$ cat src/rtl/lrs_pkg.sv
// Shared codes, defaults and control types for the line rasterizer stepper.
// Used by lrs_setup, lrs_step and line_rasterizer_stepper_top; no dependencies.
package lrs_pkg;

    localparam int COORD_BITS_DEF = 12;
    localparam int CFG_INDEX_BITS = 1;

    typedef enum logic
    {
        CMD_LOAD = 1'b0,
        CMD_STEP = 1'b1
    } cmd_t;

    typedef enum logic [CFG_INDEX_BITS-1:0]
    {
        CFG_OFFSET_X = 1'b0,
        CFG_OFFSET_Y = 1'b1
    } cfg_index_t;

    typedef enum logic [1:0]
    {
        MINOR_HOLD = 2'b00,
        MINOR_INC  = 2'b01,
        MINOR_DEC  = 2'b11
    } minor_dir_t;

    typedef struct packed
    {
        logic       busy;
        logic       x_is_major;
        logic       major_dir;
        minor_dir_t minor_dir;
    } seg_ctl_t;

endpackage

$ cat src/rtl/lrs_setup.sv
// Segment setup: picks the major axis, spans and step directions from the
// offset endpoints. Combinational; depends on lrs_pkg.
module lrs_setup #(
    parameter int COORD_BITS = lrs_pkg::COORD_BITS_DEF
) (
    input  logic [COORD_BITS:0]   x1,
    input  logic [COORD_BITS:0]   y1,
    input  logic [COORD_BITS:0]   x2,
    input  logic [COORD_BITS:0]   y2,
    output logic [COORD_BITS:0]   major_pos,
    output logic [COORD_BITS:0]   minor_pos,
    output logic [COORD_BITS:0]   major_end,
    output logic [COORD_BITS+1:0] major_span,
    output logic [COORD_BITS+1:0] minor_span,
    output lrs_pkg::seg_ctl_t     ctl
);

    localparam int P = COORD_BITS + 1;
    localparam int S = COORD_BITS + 2;

    logic signed [S-1:0] ddx;
    logic signed [S-1:0] ddy;
    logic [S-1:0]        dx;
    logic [S-1:0]        dy;
    logic                x_major;
    logic signed [P-1:0] m0;
    logic signed [P-1:0] m1;
    logic signed [P-1:0] n0;
    logic signed [P-1:0] n1;

    assign ddx = $signed({x1[P-1], x1}) - $signed({x2[P-1], x2});
    assign ddy = $signed({y1[P-1], y1}) - $signed({y2[P-1], y2});
    assign dx  = ddx[S-1] ? S'(-ddx) : S'(ddx);
    assign dy  = ddy[S-1] ? S'(-ddy) : S'(ddy);

    assign x_major = dx > dy;

    assign m0 = x_major ? $signed(x1) : $signed(y1);
    assign m1 = x_major ? $signed(x2) : $signed(y2);
    assign n0 = x_major ? $signed(y1) : $signed(x1);
    assign n1 = x_major ? $signed(y2) : $signed(x2);

    assign major_pos  = m0;
    assign major_end  = m1;
    assign minor_pos  = n0;
    assign major_span = x_major ? dx : dy;
    assign minor_span = x_major ? dy : dx;

    always_comb
    begin
        ctl.busy       = x_major || (dy != '0);
        ctl.x_is_major = x_major;
        ctl.major_dir  = m1 < m0;
        if (n1 > n0)
        begin
            ctl.minor_dir = lrs_pkg::MINOR_INC;
        end
        else if (n1 < n0)
        begin
            ctl.minor_dir = lrs_pkg::MINOR_DEC;
        end
        else
        begin
            ctl.minor_dir = lrs_pkg::MINOR_HOLD;
        end
    end

endmodule

$ cat src/rtl/lrs_step.sv
// One Bresenham step: error update, minor and major advance, pixel in (x,y).
// Combinational; depends on lrs_pkg.
module lrs_step #(
    parameter int COORD_BITS = lrs_pkg::COORD_BITS_DEF
) (
    input  logic [COORD_BITS:0]   major_pos,
    input  logic [COORD_BITS:0]   minor_pos,
    input  logic [COORD_BITS:0]   major_end,
    input  logic [COORD_BITS+2:0] error_acc,
    input  logic [COORD_BITS+1:0] major_span,
    input  logic [COORD_BITS+1:0] minor_span,
    input  lrs_pkg::seg_ctl_t     ctl,
    output logic [COORD_BITS:0]   major_pos_next,
    output logic [COORD_BITS:0]   minor_pos_next,
    output logic [COORD_BITS+2:0] error_acc_next,
    output logic [COORD_BITS:0]   pixel_x,
    output logic [COORD_BITS:0]   pixel_y,
    output logic                  last
);

    localparam int P = COORD_BITS + 1;
    localparam int E = COORD_BITS + 3;

    logic [E-1:0] acc_sum;
    logic [E-1:0] wrap_at;
    logic         wrap;

    assign acc_sum = error_acc + E'(minor_span) + E'(1);
    assign wrap_at = E'(major_span) + E'(1);
    assign wrap    = acc_sum >= wrap_at;

    assign error_acc_next = wrap ? acc_sum - wrap_at : acc_sum;

    always_comb
    begin
        minor_pos_next = minor_pos;
        if (wrap)
        begin
            case (ctl.minor_dir)
                lrs_pkg::MINOR_INC: minor_pos_next = minor_pos + P'(1);
                lrs_pkg::MINOR_DEC: minor_pos_next = minor_pos - P'(1);
                default:            minor_pos_next = minor_pos;
            endcase
        end
    end

    assign major_pos_next = ctl.major_dir ? major_pos - P'(1) : major_pos + P'(1);
    assign last           = major_pos_next == major_end;

    assign pixel_x = ctl.x_is_major ? major_pos : minor_pos;
    assign pixel_y = ctl.x_is_major ? minor_pos : major_pos;

endmodule

$ cat src/rtl/line_rasterizer_stepper_top.sv
// Line rasterizer stepper top level: config offsets, input register, segment
// state and result register. Depends on lrs_pkg, lrs_setup and lrs_step.
//
// Takes one item per clock and returns one result per step command per clock,
// with pixel_valid low once the segment is done. The input register adds the
// pan offsets, then segment setup or one Bresenham step runs on the segment
// state and fills the result register. The step recurrence (error add,
// compare, subtract, position advance) feeds the segment state combinationally.
// A load produces no result and never waits on the output side; a step waits
// only while the result register holds an untaken pixel under out_stall.
module line_rasterizer_stepper_top #(
    parameter int COORD_BITS = lrs_pkg::COORD_BITS_DEF
) (
    input  logic                                 clk,
    input  logic                                 rst_n,
    input  logic                                 cfg_we,
    input  logic [lrs_pkg::CFG_INDEX_BITS-1:0]   cfg_index,
    input  logic [COORD_BITS-1:0]                cfg_wdata,
    input  logic                                 in_valid,
    output logic                                 in_stall,
    input  logic                                 command,
    input  logic signed [COORD_BITS-1:0]         start_x,
    input  logic signed [COORD_BITS-1:0]         start_y,
    input  logic signed [COORD_BITS-1:0]         end_x,
    input  logic signed [COORD_BITS-1:0]         end_y,
    output logic                                 out_valid,
    input  logic                                 out_stall,
    output logic signed [COORD_BITS:0]           pixel_x,
    output logic signed [COORD_BITS:0]           pixel_y,
    output logic                                 pixel_valid,
    output logic                                 last_pixel
);

    localparam int C = COORD_BITS;
    localparam int P = COORD_BITS + 1;
    localparam int S = COORD_BITS + 2;
    localparam int E = COORD_BITS + 3;

    logic [C-1:0]      offset_x_reg;
    logic [C-1:0]      offset_y_reg;

    logic              s1_valid_reg;
    lrs_pkg::cmd_t     s1_cmd_reg;
    logic [P-1:0]      s1_x1_reg;
    logic [P-1:0]      s1_y1_reg;
    logic [P-1:0]      s1_x2_reg;
    logic [P-1:0]      s1_y2_reg;

    logic [P-1:0]      major_pos_reg;
    logic [P-1:0]      minor_pos_reg;
    logic [P-1:0]      major_end_reg;
    logic [E-1:0]      error_acc_reg;
    logic [S-1:0]      major_span_reg;
    logic [S-1:0]      minor_span_reg;
    lrs_pkg::seg_ctl_t ctl_reg;

    logic              out_valid_reg;
    logic              out_valid_next;
    logic [P-1:0]      pixel_x_reg;
    logic [P-1:0]      pixel_y_reg;
    logic              pixel_valid_reg;
    logic              last_pixel_reg;

    logic              in_xfer;
    logic              s1_is_step;
    logic              s1_advance;
    logic              s1_valid_next;

    logic [P-1:0]      su_major_pos;
    logic [P-1:0]      su_minor_pos;
    logic [P-1:0]      su_major_end;
    logic [S-1:0]      su_major_span;
    logic [S-1:0]      su_minor_span;
    lrs_pkg::seg_ctl_t su_ctl;

    logic [P-1:0]      st_major_pos;
    logic [P-1:0]      st_minor_pos;
    logic [E-1:0]      st_error_acc;
    logic [P-1:0]      st_pixel_x;
    logic [P-1:0]      st_pixel_y;
    logic              st_last;

    // Config registers
    always_ff @(posedge clk or negedge rst_n)
    begin
        if (!rst_n)
        begin
            offset_x_reg <= '0;
            offset_y_reg <= '0;
        end
        else if (cfg_we)
        begin
            unique case (lrs_pkg::cfg_index_t'(cfg_index))
                lrs_pkg::CFG_OFFSET_X: offset_x_reg <= cfg_wdata;
                lrs_pkg::CFG_OFFSET_Y: offset_y_reg <= cfg_wdata;
                default:               offset_x_reg <= offset_x_reg;
            endcase
        end
    end

    // Handshake
    assign s1_is_step    = s1_cmd_reg == lrs_pkg::CMD_STEP;
    assign s1_advance    = s1_valid_reg && (!s1_is_step || !out_valid_reg || !out_stall);
    assign in_stall      = s1_valid_reg && !s1_advance;
    assign in_xfer       = in_valid && !in_stall;
    assign s1_valid_next = in_xfer || (s1_valid_reg && !s1_advance);

    always_comb
    begin
        out_valid_next = out_valid_reg && out_stall;
        if (s1_advance && s1_is_step)
        begin
            out_valid_next = 1'b1;
        end
    end

    // Input register: add pan offsets
    always_ff @(posedge clk or negedge rst_n)
    begin
        if (!rst_n)
        begin
            s1_valid_reg <= 1'b0;
        end
        else
        begin
            s1_valid_reg <= s1_valid_next;
        end
    end

    always_ff @(posedge clk)
    begin
        if (in_xfer)
        begin
            s1_cmd_reg <= lrs_pkg::cmd_t'(command);
            s1_x1_reg  <= {start_x[C-1], start_x} + {offset_x_reg[C-1], offset_x_reg};
            s1_y1_reg  <= {start_y[C-1], start_y} + {offset_y_reg[C-1], offset_y_reg};
            s1_x2_reg  <= {end_x[C-1], end_x} + {offset_x_reg[C-1], offset_x_reg};
            s1_y2_reg  <= {end_y[C-1], end_y} + {offset_y_reg[C-1], offset_y_reg};
        end
    end

    lrs_setup #(
        .COORD_BITS (COORD_BITS)
    ) u_setup (
        .x1         (s1_x1_reg),
        .y1         (s1_y1_reg),
        .x2         (s1_x2_reg),
        .y2         (s1_y2_reg),
        .major_pos  (su_major_pos),
        .minor_pos  (su_minor_pos),
        .major_end  (su_major_end),
        .major_span (su_major_span),
        .minor_span (su_minor_span),
        .ctl        (su_ctl)
    );

    lrs_step #(
        .COORD_BITS     (COORD_BITS)
    ) u_step (
        .major_pos      (major_pos_reg),
        .minor_pos      (minor_pos_reg),
        .major_end      (major_end_reg),
        .error_acc      (error_acc_reg),
        .major_span     (major_span_reg),
        .minor_span     (minor_span_reg),
        .ctl            (ctl_reg),
        .major_pos_next (st_major_pos),
        .minor_pos_next (st_minor_pos),
        .error_acc_next (st_error_acc),
        .pixel_x        (st_pixel_x),
        .pixel_y        (st_pixel_y),
        .last           (st_last)
    );

    // Segment state
    always_ff @(posedge clk or negedge rst_n)
    begin
        if (!rst_n)
        begin
            major_pos_reg  <= '0;
            minor_pos_reg  <= '0;
            major_end_reg  <= '0;
            error_acc_reg  <= '0;
            major_span_reg <= '0;
            minor_span_reg <= '0;
            ctl_reg        <= '0;
        end
        else if (s1_advance)
        begin
            if (!s1_is_step)
            begin
                major_pos_reg  <= su_major_pos;
                minor_pos_reg  <= su_minor_pos;
                major_end_reg  <= su_major_end;
                error_acc_reg  <= '0;
                major_span_reg <= su_major_span;
                minor_span_reg <= su_minor_span;
                ctl_reg        <= su_ctl;
            end
            else if (ctl_reg.busy)
            begin
                major_pos_reg <= st_major_pos;
                minor_pos_reg <= st_minor_pos;
                error_acc_reg <= st_error_acc;
                ctl_reg.busy  <= !st_last;
            end
        end
    end

    // Result register
    always_ff @(posedge clk or negedge rst_n)
    begin
        if (!rst_n)
        begin
            out_valid_reg <= 1'b0;
        end
        else
        begin
            out_valid_reg <= out_valid_next;
        end
    end

    always_ff @(posedge clk)
    begin
        if (s1_advance && s1_is_step)
        begin
            pixel_valid_reg <= ctl_reg.busy;
            pixel_x_reg     <= ctl_reg.busy ? st_pixel_x : '0;
            pixel_y_reg     <= ctl_reg.busy ? st_pixel_y : '0;
            last_pixel_reg  <= ctl_reg.busy && st_last;
        end
    end

    assign out_valid   = out_valid_reg;
    assign pixel_x     = pixel_x_reg;
    assign pixel_y     = pixel_y_reg;
    assign pixel_valid = pixel_valid_reg;
    assign last_pixel  = last_pixel_reg;

`ifndef SYNTHESIS
    a_last_is_pixel: assert property (@(posedge clk) disable iff (!rst_n)
        out_valid_reg && last_pixel_reg |-> pixel_valid_reg)
        else $error("last pixel flagged without a pixel");

    a_last_ends_segment: assert property (@(posedge clk) disable iff (!rst_n)
        s1_advance && s1_is_step && ctl_reg.busy && st_last |=> !ctl_reg.busy)
        else $error("segment still active after its last pixel");

    a_error_bound: assert property (@(posedge clk) disable iff (!rst_n)
        ctl_reg.busy |-> error_acc_reg <= E'(major_span_reg))
        else $error("error term beyond major span");

    a_stall_needs_item: assert property (@(posedge clk) disable iff (!rst_n)
        in_stall |-> s1_valid_reg && s1_is_step && out_valid_reg)
        else $error("input stalled with no step waiting on the result register");
`endif

endmodule
$ cat config.mk
export PLATFORM = sky130hd
export DESIGN_NAME = line_rasterizer_stepper_top
export DESIGN_NICKNAME = d
export VERILOG_FILES = /design/src/rtl/lrs_pkg.sv /design/src/rtl/lrs_setup.sv /design/src/rtl/lrs_step.sv /design/src/rtl/line_rasterizer_stepper_top.sv
export SDC_FILE = /design/constraint.sdc
export NUM_CORES = 1
export LEC_CHECK = 0
export BUFFER_PORTS_ARGS = -buffer_cell sky130_fd_sc_hd__buf_2
export CORE_UTILIZATION = 65
export DETAILED_ROUTE_END_ITERATION = 7
export HOLD_SLACK_MARGIN = 0.1
export PLACE_DENSITY = 0.85
export SYNTH_ARGS = -nofsm -noshare
export SYNTH_HDL_FRONTEND = slang
export SYNTH_SLANG_ARGS = --single-unit
$ cat constraint.sdc
create_clock -name clk -period 10.95 [get_ports clk]
set_input_delay 2.7375 -clock clk [delete_from_list [all_inputs] [get_ports clk]]
set_output_delay 2.7375 -clock clk [all_outputs]
set_load 0.005 [all_outputs]
==> out/metrics.cfg <==
[status]
status=completed

[clock_network]
cts_num_sinks=194
cts_tree=built
clk_pin_slew_ns=0.07
cts_inserted_buffers=17
cts-root-buf=clkbuf_16
cts_resized=0
clockBufferDepth=2
post_cts_buffers=0
hold_buffers=0
clk_latency_ns=0.44
h-tree-depth=4

[placed_design]
placed_area_um2=16200
place.gp.congestion=1.06
portBuffers=96
hpwl_um=30900
placedCellCount=2045

[floorplanning]
die_w_um=156
core-area_um2=22900
initial_utilization_pct=67.2
die_y_um=156
rows=55
dieArea_um2=24300
io_pins=97

[route]
final_antenna_net_count=0
first_pass_iters=5
drt-total-wl_um=39500
drt-initial-drc-count=1007
drc=0
num_vias=12800
wl_per_cell_um=19.0
vias_per_cell=6.18

[setup_path]
worstPathMaxFanout=63
cp.required_ns=11.29
cp-start-kind=flop
endpoint_kind=flop
worstPathArrival_ns=7.48
worstSetupPathType=reg2reg

[yosys]
synth_fa_ha_area_share_pct=14.9
yosysTopAreaCellShare_pct=18.4
muxShareOfSynthArea_pct=7.48
synth_top_area_cell=dfrtp_1
async_flop_share_pct=58.2
yosys_most_used_dff=dfrtp_1
syn_inst=1684
synth-seq-cells=194
ys_seq_area_share_pct=34.1
synthSimpleGateAreaFrac_pct=14.4
syn_nets=1928
yosys-top-cells-area=dfrtp_1 18%, edfxtp_1 16%, ha_1 14%
synth_top_family_by_area=compound AO/OA/AOI/OAI gates
synth_compound_area_share_pct=17.1
synth_edf_count=81
yosys_warnings=0
synth_xor_area_share_pct=8.02
avgSynthCellArea_um2=9.15
synth_cell_types=74
netlist_area_um2=15400

[layout]
final_area_um2=16700
drive_above_1_share_pct=11.2
final_nets=1995
post_layout_nonfiller_instances=2078
fillers=1683
largest_register_ffs=15
area_growth_pct=8.70

[timing]
hold_viol=0
rsz0062_at_grt=no
finalCritPeriodShare_pct=65.2
max_freq_mhz=140
whs_ns=0.496
relSlewSlack_pct=20.9
setup_viol=0
fin_worst_skew_ns=0.0136
report.final.slew_viol_count=0
tns_ns=0
fin_crit_ns=7.14
worstMarginPinSlew_ns=1.18

[hold_path]
worstHoldPathType=reg2reg

[job]
cap_violations=0

[global_route]
antenna_found_initial=1
grt_max_degree=72
gr-usage-all-layers_pct=33.7
grt_pass1_wl_um=63700
overflow=0
grt_pass1_vias=12600

==> worst paths after layout <==
path / startpoint / endpoint / slack, ns / cells past startpoint
worst max-delay path: s1_y1_reg[4] / ctl_reg[1] / 3.81 / 25
worst min-delay path: minor_span_reg[9] / minor_span_reg[9] / 0.50 / 2
worst max register to register: s1_y1_reg[4] / ctl_reg[1] / 3.81 / 25
worst min register to register: minor_span_reg[9] / minor_span_reg[9] / 0.50 / 2
max in group asynchronous: rst_n / major_end_reg[5] / 7.34 / 2
min in group asynchronous: rst_n / minor_span_reg[0] / 2.30 / 1
==> Yosys cell counts (27+ instances only) <==
master	number
edfxtp_1	81
nand2_1	181
a21oi_1	76
mux2_2	33
mux2i_1	75
nor2_1	140
nor3_1	27
o21ai_0	156
xnor2_1	94
clkbuf_1	51
ha_1	167
inv_1	102
dfrtp_1	113
xor2_1	42
==> logic make-up after synthesis <==
kind of cell | after synthesis
AND/OR/NAND/NOR | 485
AO/OA/AOI/OAI | 419
flip-flops | 194
adder cells (fa/ha/maj) | 177
buffers and inverters | 161
XOR/XNOR | 138
multiplexers | 110
==> per-stage QoR <==
step           utilization [%]  setup WS, ns
2_1_floorplan                -          4.23
3_3_place_gp              70.5          4.28
3_5_place_dp              70.5          4.04
4_1_cts                   73.1          3.98
5_1_grt                   73.1          3.38
6_report                  73.1          3.81
==> layer usage <==
metal  track usage, %  routed length [um]
met5                0                   0
met4             14.1                1320
met3             4.31                2520
met2             56.8               18900
met1             43.7               16900
==> critical path: stages, from the launching register on <==
cell and delay, ns:
edfxtp_1 0.44, ha_1 0.45, a21o_1 0.24, nor3_1 0.30, a21oi_1 0.15, nor3_1 0.72, nor2_1 0.29, or4_1 0.68
ha_1 0.36, nand2_1 0.06, o21a_1 0.22, and3_1 0.19, a221oi_4 0.26, buf_4 0.59, mux2i_1 0.42, ha_1 0.32
nor2b_1 0.14, o21a_1 0.15, o21ai_0 0.15, nand2b_1 0.07, a21oi_1 0.15, o21ai_0 0.11, a21o_1 0.20, nand2_1 0.07
a21oi_1 0.08, o21ai_0 0.19
==> cells in the final DEF, fill, tap and decap left out, types with 24 or more instances in the layout <==
cell / n
a21oi_1: 75
edfxtp_1: 81
o21ai_0: 156
nor2_1: 140
buf_2: 95
dfrtp_1: 113
nand2_1: 181
mux2i_1: 75
a21o_1: 24
mux2_2: 33
inv_1: 102
ha_1: 167
xnor2_1: 94
xor2_1: 42
nor3_1: 27
==> cell type report <==
class,instances,area [um2],share of cell area (%)
antenna,1,2.50,0.0149
clock buffer,18,429,2.56
clock inverter,14,149,0.889
inverter,103,387,2.31
multi-input combinational,1329,9570,57.1
sequential,194,5260,31.4
tap,313,392,2.34
timing repair buffer,106,558,3.33
Power is left out: the tool's default activity adds up to more than one toggle a clock period on the data nets, which glitch-free logic cannot reach.
